### config.mk
export PLATFORM = sky130hd
export DESIGN_NAME = scba_queue
export DESIGN_NICKNAME = d
export VERILOG_FILES = /design/src/rtl/scba_pkg.sv /design/src/rtl/scba_queue.sv
export SDC_FILE = /design/constraint.sdc
export NUM_CORES = 1
export LEC_CHECK = 0
export BUFFER_PORTS_ARGS = -buffer_cell sky130_fd_sc_hd__buf_2
export CORE_ASPECT_RATIO = 1.5
export CORE_UTILIZATION = 34
export CTS_CLUSTER_DIAMETER = 150
export DETAILED_ROUTE_END_ITERATION = 10
export PLACE_DENSITY = 0.59
export SYNTH_ARGS = -nofsm -noshare
export SYNTH_HDL_FRONTEND = slang
export SYNTH_SLANG_ARGS = --single-unit
### constraint.sdc
create_clock -name aclk -period 2.2 [get_ports aclk]
set_clock_uncertainty 0.2 [all_clocks]
set_input_delay 0.11 -clock aclk [delete_from_list [all_inputs] [get_ports aclk]]
set_output_delay 0.11 -clock aclk [all_outputs]
set_load 0.1 [all_outputs]
### src/rtl/scba_pkg.sv
// Shared types, constants and size-class table of the size-class block allocator.
package scba_pkg;

    localparam int unsigned HEAP_BYTES  = 65536;
    localparam int unsigned NUM_CLASSES = 18;
    localparam int unsigned STORE_DEPTH = HEAP_BYTES / 8;
    localparam int unsigned IDX_W       = $clog2(STORE_DEPTH);
    localparam int unsigned CLASS_W     = 5;
    localparam int unsigned CNT_W       = 14;
    localparam int unsigned SIZE_W      = 29;

    localparam logic [CNT_W-1:0]  COUNT_MAX = 14'd16383;
    localparam logic [SIZE_W-1:0] MAX_SIZE  = 29'd268435456;
    localparam logic [31:0]       HEAP_TOP  = 32'hFFFF_FFF8;
    localparam logic [3:0]        MIN_ALIGN = 4'd3;

    // command kinds on the input channel
    localparam logic CMD_ALLOC = 1'b0;
    localparam logic CMD_FREE  = 1'b1;

    // result status codes
    localparam logic [1:0] STAT_OK       = 2'd0;
    localparam logic [1:0] STAT_BAD_SIZE = 2'd1;
    localparam logic [1:0] STAT_NO_SPACE = 2'd2;
    localparam logic [1:0] STAT_FOREIGN  = 2'd3;

    // work kinds queued between front and back
    localparam logic [1:0] OP_DONE  = 2'd0;
    localparam logic [1:0] OP_ALLOC = 2'd1;
    localparam logic [1:0] OP_FREE  = 2'd2;

    typedef struct packed {
        logic [1:0]         op;
        logic [1:0]         status;
        logic [CLASS_W-1:0] cls;
        logic [3:0]         alg;
        logic [IDX_W-1:0]   idx;
    } scba_item_t;

    typedef struct packed {
        logic [31:0] base_al;
        logic [31:0] limit;
    } scba_heap_t;

    typedef struct packed {
        logic [31:0]        data_addr;
        logic [1:0]         status;
        logic [CLASS_W-1:0] cls;
        logic               reused;
    } scba_result_t;

    function automatic logic [SIZE_W-1:0] class_bytes(input logic [CLASS_W-1:0] c);
        logic [SIZE_W-1:0] b;
        case (c)
            5'd0:    b = 29'd8;
            5'd1:    b = 29'd1 << 4;
            5'd2:    b = 29'd24;
            5'd3:    b = 29'd1 << 5;
            5'd4:    b = 29'd1 << 6;
            5'd5:    b = 29'd1 << 7;
            5'd6:    b = 29'd1 << 8;
            5'd7:    b = 29'd1 << 9;
            5'd8:    b = 29'd1 << 10;
            5'd9:    b = 29'd1 << 11;
            5'd10:   b = 29'd1 << 12;
            5'd11:   b = 29'd1 << 13;
            5'd12:   b = 29'd1 << 15;
            5'd13:   b = 29'd1 << 16;
            5'd14:   b = 29'd1 << 18;
            5'd15:   b = 29'd1 << 20;
            5'd16:   b = 29'd1 << 23;
            default: b = 29'd1 << 28;
        endcase
        return b;
    endfunction

    // first class whose size covers the request, largest class otherwise
    function automatic logic [CLASS_W-1:0] class_of(input logic [SIZE_W-1:0] size);
        logic [CLASS_W-1:0] c;
        c = CLASS_W'(NUM_CLASSES - 1);
        for (int i = NUM_CLASSES - 2; i >= 0; i--) begin
            if (size <= class_bytes(CLASS_W'(i))) begin
                c = CLASS_W'(i);
            end
        end
        return c;
    endfunction

endpackage

### src/rtl/scba_queue.sv
// Two-entry queue of classified commands between front and back end.
module scba_queue (
    input  logic                  aclk,
    input  logic                  aresetn,
    input  logic                  wr_valid,
    output logic                  wr_ready,
    input  scba_pkg::scba_item_t  wr_data,
    output logic                  rd_valid,
    input  logic                  rd_ready,
    output scba_pkg::scba_item_t  rd_data
);
    import scba_pkg::*;

    scba_item_t  slot_reg [2];
    logic        wr_ptr_reg, wr_ptr_next;
    logic        rd_ptr_reg, rd_ptr_next;
    logic [1:0]  count_reg, count_next;
    logic        push, pop;

    assign wr_ready = (count_reg != 2'd2);
    assign rd_valid = (count_reg != 2'd0);
    assign rd_data  = slot_reg[rd_ptr_reg];
    assign push     = wr_valid && wr_ready;
    assign pop      = rd_valid && rd_ready;

    always_comb begin
        wr_ptr_next = push ? ~wr_ptr_reg : wr_ptr_reg;
        rd_ptr_next = pop ? ~rd_ptr_reg : rd_ptr_reg;
        count_next  = count_reg;
        if (push && !pop) begin
            count_next = count_reg + 2'd1;
        end else if (pop && !push) begin
            count_next = count_reg - 2'd1;
        end
    end

    always_ff @(posedge aclk) begin
        if (!aresetn) begin
            wr_ptr_reg <= 1'b0;
            rd_ptr_reg <= 1'b0;
            count_reg  <= 2'd0;
        end else begin
            wr_ptr_reg <= wr_ptr_next;
            rd_ptr_reg <= rd_ptr_next;
            count_reg  <= count_next;
        end
    end

    always_ff @(posedge aclk) begin
        if (push) begin
            slot_reg[wr_ptr_reg] <= wr_data;
        end
    end

endmodule

-- Word level (Yosys, flattened, before mapping)
Memories as Yosys holds them, arrays and structs flattened. A register that Yosys moved wholly into a read port is not among the register bits.
Cells that the tools add are included.
- word-level logic and storage cells: 23
- RAM bits: 52
- bits of input ports: 30
- output and inout port bits: 28
- register bits: 4
- memories: 1
- reduce and logical (&&, ||, !) cells: 8
- add/sub/neg operators: 2
- equal/unequal tests: 1
- multiplexer cells: 6
- bitwise logic cells: 2
- memories (name ; depth ; width ; rd ports ; clocked after memory_dff ; write ports ; RTL line ; source):
    slot_reg ; 2 ; 26 ; 1 ; 1 ; 1 ; scba_queue.sv:14 ; scba_item_t slot_reg [2];
- operators with widths (cell ; count):
    $logic_and 1x1->1 ; 4
    $mux 1 ; 4
    $mux 2 ; 2
    $reduce_bool 2->1 ; 2
    $add 2x1->2 const B ; 1
    $logic_not 1->1 ; 2
    $ne 2x2->1 const B ; 1
    $not 1->1 ; 2
    $sub 2x1->2 const B ; 1

-- Longest topological paths before layout
- depth after elaboration: 6
- gate-level depth with buffers: 6
- gate-level depth less buffers: 6

-- Worst setup path after synthesis
No wires, ideal clock.
- kind: reg2reg
- start: register count_reg[0]
- end: memory slot_reg[1][0] in the netlist's numbering, enable pin
- stages on the path, launching flop included: 3
- clock period less this slack: 2.087 ns
- setup slack: 0.113 ns
- data required time: 1.615 ns
- path buffers: 0
- data arrival time: 1.502 ns
- library setup time: 0.385 ns
- path through: dfxtp_1 > nand2b_4 > and3_1
- word-level cells in the longest chain between the ends: 4
- ends and longest elaborated chain (element ; RTL line ; source):
    start: declaration ; scba_queue.sv:17 ; logic [1:0] count_reg, count_next;
    start signal: assignment ; scba_queue.sv:45 ; count_reg <= count_next;
    $ne 2x2->1 ; scba_queue.sv:20 ; assign wr_ready = (count_reg != 2'd2);
    named net wr_ready ; scba_queue.sv:6 ; output logic wr_ready,
    $logic_and 1x1->1 ; scba_queue.sv:23 ; assign push = wr_valid && wr_ready;
    $mux 1 ; scba_queue.sv:50 ; if (push) begin
    $mux 1 (implied by the code) ; scba_queue.sv:51 ; slot_reg[wr_ptr_reg] <= wr_data;
    end: declaration ; scba_queue.sv:14 ;
The timed path passes the listed nets, and every way through them passes these cells.

==> results.toml <==
[outcome]
outcome = "finished clean"

[worst_setup_path]
arrival_ns = 1.69
path_cells = "buf_12, mux2_2, buf_12"
end_kind = "primary output"
cp_slowest_cell = "dfxtp_1"
crit_type = "reg -> out"
crit_path_max_incr_delay_ns = 0.59
cp.required_ns = 1.89
crit_top_cell = "buf_12"
critPathMaxFanout = 19
worstSetupStartpointType = "flop"

[power]
p_clk_frac = 0.204
combPwrFrac = 0.509
p_total_mw = 4.996
p_per_area_nw_per_um2 = 1466
switching_power_mw = 2.092
power_switching_share = 0.4187
vdd_drop_max_v = 0.001015
p_int_mw = 2.904
leakage_nw = 1.302
seqPwrFrac = 0.287

[logic_synthesis]
synth_seq_cells = 57
syn_inst = 105
yosysSeqAreaShare = 0.7867
syn_area_per_cell_sq_um = 20.11
synthesis.nets = 136
yosysWarnings = 0
yosysUniqueCellTypes = 19
syn_area_sq_um = 2112

[placement]
place_ws_ns = 0.3843
dp_hpwl_um = 2478
finalWeightedCongestion = 0.6537
io_buffers = 57

[sta]
finalCritPeriodShare = 0.9108
worstMarginPinSlew_ns = 0.4905
hold_viol = 0
setup_slack_ns = 0.1962
setup_viol = 0
maxSlewViolCount = 0
max-slew-margin-rel = 0.6752
rsz0062_at_grt = "no"
finalSetupTns_ns = 0
timing.hold.ws_ns = 0.09485
fin_crit_ns = 2.004
fmax_ghz = 0.4990

[clocking]
cts_hold_buf = 28
cts-root-buf = "clkbuf_8"
cts_setup_buffers = 0
cts_max_level = 3
clk_pin_slew_ns = 0.06
ctsResizeCount = 0
cts-buffers-inserted = 9
cts_tree = "yes"
cts.sinks = 57
clk_latency_ns = 0.32
clk_path_buf_depth = 2

[detailed_routing]
route.detailed.drc = 0
wl_per_cell_um = 14.20
firstDrtPassIters = 4
antenna_left = 0
wirelength_um = 3961
vias_per_cell = 4.509
vias = 1258
drt_iter0_markers = 29

[grt]
grt_pass1_wl_um = 6348
first_global_vias = 1370
grt_max_degree = 20
antenna_found_initial = 0
grt_usage = 0.1374
grt_remaining_overflow = 0

[layout]
layout.nets = 233
drive_gt1_frac = 0.5072
n_antenna_cell = 0
largest_reg_flops = 52
final_cell_mix = "52 x edfxtp_1, 31 x buf_2, 28 x dlygate4sd3_1, 28 x buf_12, 26 x mux2_2"
area_growth_pct = 61.37
final_common_cell = "edfxtp_1"

[floorplanning]
io-pin-count = 58
rows = 34
core_area_sq_um = 5913
initial_core_util = 0.3572
die_w_um = 66.35
die_h_um = 98.53
die_area_sq_um = 6537

[flow_run]
drv_cap = 0

[min_path]
holdCritPathClass = "in -> reg"
## power by group through the flow
stage / combinational [mW] / clock [mW] / sequential [mW]
2_1_floorplan: 1.67 / 0 / 1.42
3_3_place_gp: 2.50 / 0 / 1.45
3_5_place_dp: 2.51 / 0 / 1.46
4_1_cts: 2.56 / 1.05 / 1.44
5_1_grt: 2.62 / 1.09 / 1.45
6_report: 2.54 / 1.02 / 1.43
## logic make-up after synthesis
family / count (synthesis) / share of synthesized area
adder cells (fa/ha/maj): 1 / 0.005923
flip-flops: 57 / 0.7867
buffers and inverters: 4 / 0.008882
AND/OR/NAND/NOR: 9 / 0.03081
XOR/XNOR: 3 / 0.01244
AO/OA/AOI/OAI: 5 / 0.01659
multiplexers: 26 / 0.1386
## final timing paths
kind | start | end | slack (ns) | cells past startpoint
min reg2reg | rd_ptr_reg | flop | 0.38 | 2
max reg2reg | count_reg[1] | count_reg[1] | 0.35 | 5
min | rd_ready | flop | 0.09 | 4
max | flop | rd_data[22] | 0.20 | 3
## synthesized netlist by cell type (all sizes together)
cell,count,area [sq um]
edfxtp,52,1562
or3,1,6.260
xnor2,2,17.52
ha,1,12.51
dfxtp,5,100.1
and3,1,6.260
a21bo,1,10.01
o21ai,2,10.00
xor2,1,8.760
buf,3,15.01
mux2,26,292.8
a21boi,2,15.02
or2,1,6.260
inv,1,3.750
nand2b,1,13.76
nand3b,1,7.510
and2,4,25.02
## per-layer routing
metal	vias to the layer above	GRT usage	share of wire
li1	599	-	-
met1	601	0.1330	0.35
met2	44	0.2378	0.56
met3	14	0.04167	0.041
met4	0	0.09984	0.043
met5	-	0	0
## metrics by stage
| step | util | cell area [sq um] | cells |
|---|---|---|---|
| after detailed placement | 0.4934 | 2918 | 235 |
| after global routing | 0.5764 | 3408 | 279 |
| after global placement | 0.4934 | 2918 | 235 |
| after CTS | 0.5764 | 3408 | 279 |
| final | 0.5764 | 3408 | 279 |
| after floorplan | - | 2112 | 105 |
## final cells by class
type	instances	area (sq um)
inverter	1	3.754
tap	72	90.09
fill	442	2505
multi-input combinational	44	431.7
clock inverter	6	82.58
timing repair buffer	89	1011
clock buffer	10	127.6
sequential	57	1662
## worst max-delay path, delay by kind of cell, from the launching register on
| family | cells | cell delay (ns) |
|---|---|---|
| flip-flops | 1 | 0.59 |
| buffers and inverters | 2 | 0.40 |
| multiplexers | 1 | 0.38 |
No activity file was read; power rests on OpenSTA's default activity.
