## src/rtl/scba_pkg.sv

```systemverilog
// Shared types, constants and size-class table of the size-class block allocator.
package scba_pkg;

    localparam int unsigned HEAP_BYTES  = 65536;
    localparam int unsigned NUM_CLASSES = 18;
    localparam int unsigned STORE_DEPTH = HEAP_BYTES / 8;
    localparam int unsigned IDX_W       = $clog2(STORE_DEPTH);
    localparam int unsigned CLASS_W     = 5;
    localparam int unsigned CNT_W       = 14;
    localparam int unsigned SIZE_W      = 29;

    localparam logic [CNT_W-1:0]  COUNT_MAX = 14'd16383;
    localparam logic [SIZE_W-1:0] MAX_SIZE  = 29'd268435456;
    localparam logic [31:0]       HEAP_TOP  = 32'hFFFF_FFF8;
    localparam logic [3:0]        MIN_ALIGN = 4'd3;

    // command kinds on the input channel
    localparam logic CMD_ALLOC = 1'b0;
    localparam logic CMD_FREE  = 1'b1;

    // result status codes
    localparam logic [1:0] STAT_OK       = 2'd0;
    localparam logic [1:0] STAT_BAD_SIZE = 2'd1;
    localparam logic [1:0] STAT_NO_SPACE = 2'd2;
    localparam logic [1:0] STAT_FOREIGN  = 2'd3;

    // work kinds queued between front and back
    localparam logic [1:0] OP_DONE  = 2'd0;
    localparam logic [1:0] OP_ALLOC = 2'd1;
    localparam logic [1:0] OP_FREE  = 2'd2;

    typedef struct packed {
        logic [1:0]         op;
        logic [1:0]         status;
        logic [CLASS_W-1:0] cls;
        logic [3:0]         alg;
        logic [IDX_W-1:0]   idx;
    } scba_item_t;

    typedef struct packed {
        logic [31:0] base_al;
        logic [31:0] limit;
    } scba_heap_t;

    typedef struct packed {
        logic [31:0]        data_addr;
        logic [1:0]         status;
        logic [CLASS_W-1:0] cls;
        logic               reused;
    } scba_result_t;

    function automatic logic [SIZE_W-1:0] class_bytes(input logic [CLASS_W-1:0] c);
        logic [SIZE_W-1:0] b;
        case (c)
            5'd0:    b = 29'd8;
            5'd1:    b = 29'd1 << 4;
            5'd2:    b = 29'd24;
            5'd3:    b = 29'd1 << 5;
            5'd4:    b = 29'd1 << 6;
            5'd5:    b = 29'd1 << 7;
            5'd6:    b = 29'd1 << 8;
            5'd7:    b = 29'd1 << 9;
            5'd8:    b = 29'd1 << 10;
            5'd9:    b = 29'd1 << 11;
            5'd10:   b = 29'd1 << 12;
            5'd11:   b = 29'd1 << 13;
            5'd12:   b = 29'd1 << 15;
            5'd13:   b = 29'd1 << 16;
            5'd14:   b = 29'd1 << 18;
            5'd15:   b = 29'd1 << 20;
            5'd16:   b = 29'd1 << 23;
            default: b = 29'd1 << 28;
        endcase
        return b;
    endfunction

    // first class whose size covers the request, largest class otherwise
    function automatic logic [CLASS_W-1:0] class_of(input logic [SIZE_W-1:0] size);
        logic [CLASS_W-1:0] c;
        c = CLASS_W'(NUM_CLASSES - 1);
        for (int i = NUM_CLASSES - 2; i >= 0; i--) begin
            if (size <= class_bytes(CLASS_W'(i))) begin
                c = CLASS_W'(i);
            end
        end
        return c;
    endfunction

endpackage

```

## src/rtl/scba_front.sv

```systemverilog
// Front end: heap window registers and command classification.
module scba_front (
    input  logic                         aclk,
    input  logic                         aresetn,
    input  logic                         cfg_wr,
    input  logic [31:0]                  cfg_data,
    input  logic                         cmd,
    input  logic [scba_pkg::SIZE_W-1:0]  req_size,
    input  logic [3:0]                   align_log2,
    input  logic [31:0]                  ptr_addr,
    output scba_pkg::scba_item_t         item,
    output scba_pkg::scba_heap_t         heap
);
    import scba_pkg::*;

    logic [31:0] base_al_reg;
    logic [32:0] base_p8_reg;
    logic [31:0] limit_reg;
    logic [32:0] cfg_end;
    logic [31:0] free_off;
    logic        foreign;

    assign cfg_end = {1'b0, cfg_data} + 33'(HEAP_BYTES);

    always_ff @(posedge aclk) begin
        if (!aresetn) begin
            base_al_reg <= '0;
            base_p8_reg <= 33'd8;
            limit_reg   <= 32'(HEAP_BYTES);
        end else if (cfg_wr) begin
            base_al_reg <= {cfg_data[31:3], 3'b000};
            base_p8_reg <= {1'b0, cfg_data} + 33'd8;
            limit_reg   <= (cfg_end > {1'b0, HEAP_TOP}) ? HEAP_TOP : cfg_end[31:0];
        end
    end

    assign heap.base_al = base_al_reg;
    assign heap.limit   = limit_reg;

    assign foreign  = ({1'b0, ptr_addr} < base_p8_reg) || (ptr_addr >= limit_reg);
    assign free_off = ptr_addr - base_al_reg - 32'd8;

    always_comb begin
        item.op     = OP_DONE;
        item.status = STAT_OK;
        item.cls    = '0;
        item.alg    = (align_log2 < MIN_ALIGN) ? MIN_ALIGN : align_log2;
        item.idx    = free_off[IDX_W+2:3];
        if (cmd == CMD_ALLOC) begin
            if (req_size == '0 || req_size > MAX_SIZE) begin
                item.status = STAT_BAD_SIZE;
            end else begin
                item.op  = OP_ALLOC;
                item.cls = class_of(req_size);
            end
        end else if (ptr_addr != '0) begin
            if (foreign) begin
                item.status = STAT_FOREIGN;
            end else begin
                item.op = OP_FREE;
            end
        end
    end

endmodule

```

## config.mk

```make
export PLATFORM = sky130hd
export DESIGN_NAME = scba_front
export DESIGN_NICKNAME = d
export VERILOG_FILES = /design/src/rtl/scba_pkg.sv /design/src/rtl/scba_front.sv
export SDC_FILE = /design/constraint.sdc
export NUM_CORES = 1
export LEC_CHECK = 0
export BUFFER_PORTS_ARGS = -buffer_cell sky130_fd_sc_hd__buf_2
export CORE_MARGIN = 2
export CORE_UTILIZATION = 42
export CTS_CLUSTER_DIAMETER = 60
export CTS_CLUSTER_SIZE = 30
export DETAILED_ROUTE_END_ITERATION = 10
export GPL_ROUTABILITY_DRIVEN = 1
export HOLD_SLACK_MARGIN = 0.12
export PLACE_DENSITY = 0.69
export SYNTH_ARGS = -nofsm -noshare
export SYNTH_HDL_FRONTEND = slang
export SYNTH_SLANG_ARGS = --single-unit
```

## constraint.sdc

```tcl
create_clock -name aclk -period 7.95 [get_ports aclk]
set_input_delay 1.59 -clock aclk [delete_from_list [all_inputs] [get_ports aclk]]
set_output_delay 1.59 -clock aclk [all_outputs]
set_load 0.02 [all_outputs]
```

# Word-level counts from Yosys, hierarchy flattened
# Index checks and enable logic that the tools add are counted.
# totals
register_bits	94
out_inout_bits	90
# classes
n_addsub	4
magnitude_cmp	22
n_mux	61
reduce_logical	4
# ops
op	n
29-bit two-way mux	34
29-bit less-or-equal comparator	17
5-bit two-way mux	18
32-bit by 17-bit adder with 33-bit output (second input constant)	1
32-bit by 4-bit adder with 33-bit output (second input constant)	1
33-bit by 32-bit greater-than comparator with 1-bit output (second input constant)	1
32-bit by 33-bit < comparator with 1-bit output	1
32-bit >= comparator	1
32-bit two-way mux	1
32-bit nonzero test	1
29-bit greater-than comparator (second input constant)	1
29-bit zero test	1
16-bit subtractor	1
16-bit by 4-bit subtractor with 16-bit output (second input constant)	1
4-bit two-way mux	3
4-bit by 2-bit < comparator with 1-bit output (second input constant)	1
2-bit two-way mux	2
1-bit two-way mux	3
1-bit logical OR	2

# Logic depth before layout (Yosys ltp)
# logic_depth
word_depth	24
ltp_mapped	11
ltp_nobuf	11

# Worst setup path after synthesis
# OpenSTA, ideal clock, no wires.
# synth_timing
kind	input -> output
from	input req_size[0] (netlist name)
to	output item[17] (netlist name)
arrival_time_ps	4042
required_ps	6360
path_slack_ps	2318
cell_stages	7
n_path_buf	0
path_cell_list	or4_4 or4_4 o41ai_4 a21oi_1 o221ai_1 o221ai_1 a221oi_1
# synth_lines
item	line	text
start, declared	scba_front.sv:8	input logic [scba_pkg::SIZE_W-1:0] req_size,
end, declared	scba_front.sv:11	output scba_pkg::scba_item_t item,

==> impl_metrics.toml <==
[drt]
drc = 0
first_pass_iters = 5
ant_nets = 0
first_iter_violations = 298
post_drt_wl_per_cell_um = 15.64
num_vias = 6881
viasPerCell = 5.376
wl_mm = 20.02

[setup_path]
crit_end = "item[21]"
cp_slowest_cell = "or4_4"
r2r-start = "limit_reg[16]$_SDFFE_PN1P_"
reg2reg_slack_ns = 7.19
cp_cell_sequence = "buf_2, or4_4, or3_2, nor4_1, xnor2_1, nand2b_1, or3b_2, nor2_1, buf_2"
timing.rr.end = "limit_reg[16]$_SDFFE_PN1P_"
path_max_fanout = 6
cp_data_required_time_ns = 6.36
reg2regPathDepth = 1
max_stage_delay_ns = 0.57
cp-end-kind = "primary output"
crit_top_cell = "buf_2"
arrival_ns = 4.23
critical_path_class = "input pin to primary output"
cp-startpoint = "req_size[0]"
startpoint_type = "input pin"

[floorplanning]
die_h_um = 134.4
io_pins = 191
initial_core_util = 0.4309
dieArea_um2 = 18070
core_area_um2 = 16580
num_rows = 47
die_w_um = 134.4

[synthesis]
synth_cell_types = 65
yosysSeqAreaShare = 0.2634
synthTopCellsByArea = "dfxtp_1 (26%), ha_1 (16%), inv_1 (5.8%)"
synthFlopType = "dfxtp_1"
synth_edf_count = 0
synth_top_area_share = 0.2634
synthArstFlopShare = 0
synth.avg_cell_area_um2 = 8.020
netlist_instances = 891
yosysTopAreaCell = "dfxtp_1"
syn_area_um2 = 7146
yosys_warnings = 0
synth_seq_cells = 94

[sta]
min_period_ns = 5.825
fmax_mhz = 171.7
worst_slew_pin_slew_ns = 0.7985
hold_violations = 0
slew_violations = 0
tns_ns = 0
fin_crit_sh = 0.7327
worst_clock_skew_ns = 0
rsz0062_at_grt = "no"
setup_viol = 0
slew_headroom = 0.4677

[clock_tree]
cts-root-buf = "clkbuf_16"
clockBufferDepth = 2
cts_buffers = 9
cts-htree-levels = 3
clkSinkCount = 94
cts_resized = 0
insertion_delay_ns = 0.35
cts_hold_buf = 0
cts_tree = "built"
path_clk_slew_ns = 0.07
cts_setup_buffers = 0

[cells_and_area]
areaGrowthSynthToFinish_pct = 19.19
n_antenna_cell = 0
final_common_cell = "buf_2"
fin_nets = 1249
post-route-util = 0.5136
final_cell_mix = "buf_2 (186), inv_1 (110), nor2_1 (97)"
drive_gt1_frac = 0.2330
largest_register_ffs = 33

[global_route]
gr-total-overflow = 0
grt_pass1_vias = 6316
track_usage = 0.2243
grt_pass1_wl_mm = 32.49
grt_max_degree = 72
antenna_found_initial = 1

[power_and_ir_drop]
comb_power_share = 0.310
p_leak_nw = 3.911
power_density_nw_per_um2 = 160.0
p_sw_frac = 0.3502
clkPwrFrac = 0.307
ir_worst_vdd_mv = 0.1714
internal_power_mw = 0.8855
p_seq_frac = 0.384
switchingPower_mw = 0.4773

[place]
gp_congestion = 0.9247
port_buffers = 187
dp_hpwl_mm = 15.81

[worst_hold_path]
hold_class = "flop to flop"

[flow_run]
drv_cap = 0

[run_status]
run_status = "completed"
[Yosys cell counts, drive strengths merged (2+ instances only)]
cell,n
clkbuf,31
mux2i,32
o21bai,2
nor3,17
dfxtp,94
o221a,23
a21oi,34
and3,7
and2,7
xor2,17
nor2,98
o32ai,2
nor4,20
o221ai,3
a311oi,5
ha,92
nand4,14
o22ai,2
a31oi,8
o31ai,4
a21o,9
or4,5
nand3b,4
o211ai,8
nand2,50
or2,2
a221oi,3
o31a,3
nand2b,10
nand3,30
and4,2
o21a,4
a32oi,2
buf,8
a2111oi,5
or3,13
o21ai,38
xnor2,33
a211oi,27
a21boi,2
inv,111
[stage by stage]
step	instance area [um^2]	instances	hold slack (ns)	worst slack, ns	power (mW)
after floorplan	7153	893	0.4442	2.318	0.8105
after global placement	8237	1265	0.4603	2.184	0.9492
after detailed placement	8237	1265	0.4797	2.121	0.9557
after CTS	8517	1280	0.4885	2.117	1.375
after global routing	8517	1280	0.5040	1.974	1.449
final	8517	1280	0.4862	2.125	1.363
[cells by family after synthesis]
family,count (synthesis),synth area share
other cells,1,0.0005248
compound gates,188,0.1923
xor+xnor,50,0.06129
buf+inv,150,0.08072
mux,32,0.04483
fa+ha+maj,92,0.1611
flops,94,0.2634
simple gates,284,0.1959
[per-layer routing]
layer  track usage  vias up  wire (um)
li1              -     3499          -
met1        0.3026     3170       9435
met2        0.3699      192       9113
met3       0.04346       18       1182
met4       0.05380        2        272
met5             0        -         13
[final cells by class]
cell class / count / area (um^2)
sequential: 94 / 1882
multi-input combinational: 649 / 4695
clock inverter: 6 / 55.05
timing repair buffer: 191 / 968.4
clock buffer: 9 / 225.2
fill: 1688 / 8066
inverter: 111 / 416.7
tap: 220 / 275.3
[worst min-delay path by stage]
stage / from / cells past startpoint / endpoint
floorplan: base_p8_reg[3]$_SDFFE_PN1P_ / 2 / base_p8_reg[3]$_SDFFE_PN1P_
global placement: base_p8_reg[3]$_SDFFE_PN1P_ / 2 / base_p8_reg[3]$_SDFFE_PN1P_
detailed placement: base_p8_reg[5]$_SDFFE_PN0P_ / 2 / base_p8_reg[5]$_SDFFE_PN0P_
CTS: base_p8_reg[5]$_SDFFE_PN0P_ / 2 / base_p8_reg[5]$_SDFFE_PN0P_
global route: base_p8_reg[24]$_SDFFE_PN0P_ / 2 / base_p8_reg[24]$_SDFFE_PN0P_
finish: base_p8_reg[5]$_SDFFE_PN0P_ / 2 / base_p8_reg[5]$_SDFFE_PN0P_
[power groups by stage]
stage	logic, mW	registers (mW)	clock network [mW]
detailed placement	0.423	0.533	0
global route	0.474	0.527	0.449
CTS	0.424	0.523	0.428
finish	0.422	0.523	0.418
global placement	0.417	0.532	0
floorplan	0.257	0.553	0
[worst max-delay path: cells and delay by family]
kind | cells | cell delay [ns]
simple gates | 6 | 2.18
buf+inv | 2 | 0.26
xor+xnor | 1 | 0.20
Note: power is estimated with default switching activity, not from simulation.
